<file path="src/rtl/swm_pkg.sv">
// Shared types and constants for the sliding window maximum filter.
package swm_pkg;

  localparam int DATA_W         = 32;
  localparam int CFG_W          = 7;
  localparam int WINDOW_MAX_DEF = 64;
  localparam int WINDOW_RESET   = 3;

  // One queue entry as seen by its neighbors.
  typedef struct packed {
    logic                     valid;
    logic signed [DATA_W-1:0] value;
  } swm_cand_t;

  // Control broadcast to every cell of the chain.
  typedef struct packed {
    logic step;   // item accepted this cycle
    logic first;  // item starts a new sequence: previous contents ignored
    logic shift;  // front entry leaves the window: chain moves one place
    logic flush;  // configuration write: empty the queue
  } swm_ctl_t;

endpackage

</file>
<file path="src/rtl/swm_cell.sv">
// One slot of the candidate queue: value, age and the keep/append decision.
module swm_cell #(
  parameter int AGE_W = 6
) (
  input  logic                                  clk,
  input  logic                                  rst_n,
  input  swm_pkg::swm_ctl_t                     ctl,
  input  logic signed [swm_pkg::DATA_W-1:0]     sample,
  input  swm_pkg::swm_cand_t                    nbr,
  input  logic [AGE_W-1:0]                      nbr_age,
  input  logic                                  prev_keep,
  output swm_pkg::swm_cand_t                    cur,
  output logic [AGE_W-1:0]                      cur_age,
  output swm_pkg::swm_cand_t                    nxt,
  output logic                                  keep
);
  import swm_pkg::*;

  logic                     valid_r;
  logic signed [DATA_W-1:0] value_r;
  logic [AGE_W-1:0]         age_r;
  swm_cand_t                cand_nxt;
  logic [AGE_W-1:0]         age_nxt;
  logic                     src_valid;
  logic signed [DATA_W-1:0] src_value;
  logic [AGE_W-1:0]         src_age;

  always_comb begin
    src_valid = ctl.shift ? nbr.valid : valid_r;
    src_value = ctl.shift ? nbr.value : value_r;
    src_age   = ctl.shift ? nbr_age   : age_r;
    if (ctl.first) begin
      src_valid = 1'b0;
    end
    // Queue is non-increasing, so kept entries always form a prefix.
    keep = src_valid && (src_value >= sample);
    if (keep) begin
      cand_nxt.valid = 1'b1;
      cand_nxt.value = src_value;
      age_nxt        = src_age + AGE_W'(1);
    end else if (prev_keep) begin
      cand_nxt.valid = 1'b1;
      cand_nxt.value = sample;
      age_nxt        = '0;
    end else begin
      cand_nxt.valid = 1'b0;
      cand_nxt.value = sample;
      age_nxt        = '0;
    end
  end

  always_ff @(posedge clk) begin
    if (!rst_n) begin
      valid_r <= 1'b0;
    end else if (ctl.flush) begin
      valid_r <= 1'b0;
    end else if (ctl.step) begin
      valid_r <= cand_nxt.valid;
    end
  end

  always_ff @(posedge clk) begin
    if (ctl.step) begin
      value_r <= cand_nxt.value;
      age_r   <= age_nxt;
    end
  end

  assign cur     = {valid_r, value_r};
  assign cur_age = age_r;
  assign nxt     = cand_nxt;

endmodule

</file>
<file path="config.mk">
export PLATFORM = sky130hd
export DESIGN_NAME = swm_cell
export DESIGN_NICKNAME = d
export VERILOG_FILES = /design/src/rtl/swm_pkg.sv /design/src/rtl/swm_cell.sv
export SDC_FILE = /design/constraint.sdc
export NUM_CORES = 1
export LEC_CHECK = 0
export BUFFER_PORTS_ARGS = -buffer_cell sky130_fd_sc_hd__clkbuf_2
export CAP_MARGIN = 10
export CORE_AREA = 8 8 91 93
export DETAILED_ROUTE_END_ITERATION = 10
export DIE_AREA = 0 0 99 101
export GPL_ROUTABILITY_DRIVEN = 0
export GPL_TIMING_DRIVEN = 0
export PLACE_DENSITY = 0.81
export SLEW_MARGIN = 0
export SYNTH_ARGS = -nofsm -noshare
export SYNTH_HDL_FRONTEND = slang
export SYNTH_SLANG_ARGS = --single-unit
</file>
<file path="constraint.sdc">
create_clock -name clk -period 6.4 [get_ports clk]
set_input_delay 0.96 -clock clk [delete_from_list [all_inputs] [get_ports clk]]
set_output_delay 0.96 -clock clk [all_outputs]
set_load 0.01 [all_outputs]
</file>
==> results.yml <==
outcome:
  status: "completed"
logic_synthesis:
  synthesis.area_um2: 3110
  synth_edf_count: 38
  ys.flop_type: "edfxtp_1"
  syn_area_per_cell_um2: 11.7
  synth_warnings: 0
  synth_area_leaders: "edfxtp_1, mux2_2, ha_1"
  netlist_instances: 265
  ys_seq_area_share_pct: 37.3
  synth_top_area_share_pct: 36.7
  ys_types: 38
  synthArstFlopShare_pct: 0
  synth_fp_nets: 376
  synth.largest_area_cell: "edfxtp_1"
  synth_seq_cells: 39
critical_path:
  worstSetupPathType: "primary input to output pin"
  cp-start-kind: "primary input"
  reg2reg_from: "value_r[21]"
  crit_buf_inv: 6
  crit_arrival_ns: 4.94
  end_kind: "output pin"
  cp.required_ns: 5.44
  crit_top_cell: "clkbuf_1"
  ff2ff_setup_slack_ns: 3.04
  slowest_delay_ns: 0.52
  cp_slowest_cell: "a211oi_4"
  crit_chain: "clkbuf_1, buf_1, clkbuf_1, mux2_2, ha_1, nand3_1, nor3_1, o21a_1, o21ai_0, a211oi_4, inv_4, buf_6, mux2_4, clkbuf_2"
  cp_max_fo: 10
  rr_worst_depth: 10
  critPathTopFamily: "buffers and inverters"
  r2r-end: "value_r[9]"
routing:
  drtPass1Iterations: 4
  drt-vias-per-instance: 5.14
  drt_iter0_drc: 63
  drt_wl_total_mm: 8.57
  met1Wirelength_mm: 3.30
  route.met3.wl_um: 459
  wl_met2_mm: 4.65
  antenna_left: 0
  drc: 0
  dr.max_layer_used: "met4"
  num_vias: 2589
  routedWlPerCell_um: 17.0
grt:
  grt_pass1_vias: 2796
  gr-usage-all-layers_pct: 16.9
  antenna_found_initial: 0
  grt_max_degree: 41
  grt_overflow: 0
  grt_pass1_wl_mm: 13.7
floorplanning:
  die_h_um: 101
  chipWidth_um: 99
  dieArea_um2: 10000
  core-area_um2: 6940
  num_io_pins: 151
  start_util_pct: 44.8
  num_rows: 31
cells_and_area:
  layout-drive-gt1-share_pct: 53.6
  syn2layout_area_growth_pct: 29.9
  stdcell_area_um2: 4040
  diodes: 0
  fin_nets: 532
timing:
  fin_worst_skew_ns: 0.00616
  fin_crit_ns: 5.90
  slew_viol_final: 0
  rsz0062_at_grt: "false"
  finalSetupTns_ns: 0
  fmax_ghz: 0.169
  tightest_slew_ns: 1.04
  relSlewSlack_pct: 30.6
  hold_viol: 0
  setup_viol: 0
  fin_crit_sh_pct: 92.2
worst_hold_path:
  hold_path_depth: 2
  hold-path-endpoint: "valid_r"
  worstHoldStart: "valid_r"
  hold_path_class: "register to register"
power:
  power.switching_mw: 0.219
  leakage_nw: 2.01
  p_comb_share_pct: 34.2
  p_clk_share_pct: 22.2
  p_int_mw: 0.499
  peakVddDrop_v: 0.0000861
  power_density_nw_per_um2: 178
  seq_power_share_pct: 43.5
  swShare_pct: 30.5
placement:
  io_buffer_count: 149
  dp_hpwl_mm: 7.22
  postPlaceCellArea_um2: 3960
cts:
  clockBufferDepth: 2
  cts_made_buffers: 5
  holdBufCountCts: 0
  cts_max_level: 2
  clkTransAtPathRegs_ns: 0.08
  clock-root-buffer: "clkbuf_8"
  clkLatencyLatePin_ns: 0.28
  postCtsSetupRepairBufs: 0
  cts.sinks: 39
  cts_tree: "built"
  cts_resized: 0
run:
  max-cap-violations: 0
-- state kept, by name (all words and copies together) (netlist names) --
register,cells
value_r,32
cur_age,6
valid_r,1
-- placed cells by master (no fill, tap or decap), drive strengths merged, types with 2 or more instances in the layout --
cell type and instances:
inv 36, nor2 13, nor2b 4, xnor2 2
nand2b 2, nand2 8, edfxtp 38, a211oi 5
mux2 65, mux2i 4, a31oi 2, ha 33
a21oi 12, clkinv 2, o21ai 6, nand4 5
nand3 6, clkbuf 157, nor3 2, buf 7
-- cell families (layout without fill, tap and decap cells) --
logic type,count (synthesis),after routing,share of synthesized area [%]
xor gates and xnor gates,3,3,0.845
adders and majority gates,33,33,13.3
AOI/OAI and AO/OA,31,31,6.92
muxes,69,69,28.1
buffers and inverters,45,202,6.36
DFF,39,39,37.3
and+or+nand+nor,45,45,7.16
-- final cells by class --
| class | count | area, µm² |
|---|---|---|
| Buffer | 9 | 60.1 |
| Clock buffer | 6 | 72.6 |
| Clock inverter | 2 | 7.51 |
| Fill cell | 595 | 2910 |
| Inverter | 36 | 138 |
| Multi-Input combinational cell | 181 | 1750 |
| Sequential cell | 39 | 1160 |
| Tap cell | 82 | 103 |
| Timing Repair Buffer | 149 | 746 |
-- tightest hold or removal path, cell delays in order (launching register included) --
cell and delay [ns]:
dfxtp_1 0.34, o21ai_0 0.17, a31oi_1 0.04
-- cell usage after synthesis (all sizes together) (2+ instances only) --
cell / number
nand3: 6
clkbuf: 2
a21oi: 12
nor3: 2
nand2: 8
nor2b: 4
nor2: 13
nand2b: 2
mux2i: 4
mux2: 65
o21ai: 6
edfxtp: 38
nand4: 5
ha: 33
a211oi: 5
buf: 7
xnor2: 2
a31oi: 2
inv: 36
-- metal layers --
layer / global-route usage [%] / vias up
li1: - / 1283
met1: 17.9 / 1217
met2: 32.1 / 79
met3: 4.35 / 10
met4: 5.08 / 0
met5: 0 / -
-- metrics by stage --
stage / std cells / power [mW] / hold WS [ns] / util, % / setup WS (ns)
after floorplan: 265 / 0.468 / 0.525 / - / 1.31
after global placement: 496 / 0.557 / 0.556 / 57.0 / 0.466
after detailed placement: 496 / 0.567 / 0.561 / 57.0 / 0.372
after CTS: 504 / 0.727 / 0.576 / 58.2 / 0.379
after global routing: 504 / 0.760 / 0.652 / 58.2 / 0.0587
final: 504 / 0.718 / 0.585 / 58.2 / 0.500
-- worst max path at each step --
stage               startpoint      end  slack (ns)  cells past startpoint
floorplan               ctl[1]  nxt[25]        1.31                     11
global placement        ctl[1]  nxt[31]        0.47                     14
detailed placement      ctl[1]  nxt[24]        0.37                     14
CTS                     ctl[1]  nxt[24]        0.38                     14
global route            ctl[1]  nxt[15]        0.06                     14
finish                  ctl[1]  nxt[31]        0.50                     14
-- power by group through the flow --
| stage | Sequential, mW | Combinational [mW] | Clock [mW] |
|---|---|---|---|
| global placement | 0.317 | 0.241 | 0 |
| global route | 0.315 | 0.272 | 0.172 |
| CTS | 0.313 | 0.250 | 0.164 |
| detailed placement | 0.319 | 0.248 | 0 |
| finish | 0.313 | 0.246 | 0.160 |
| floorplan | 0.326 | 0.142 | 0 |
(Power assumes the default switching activity.)
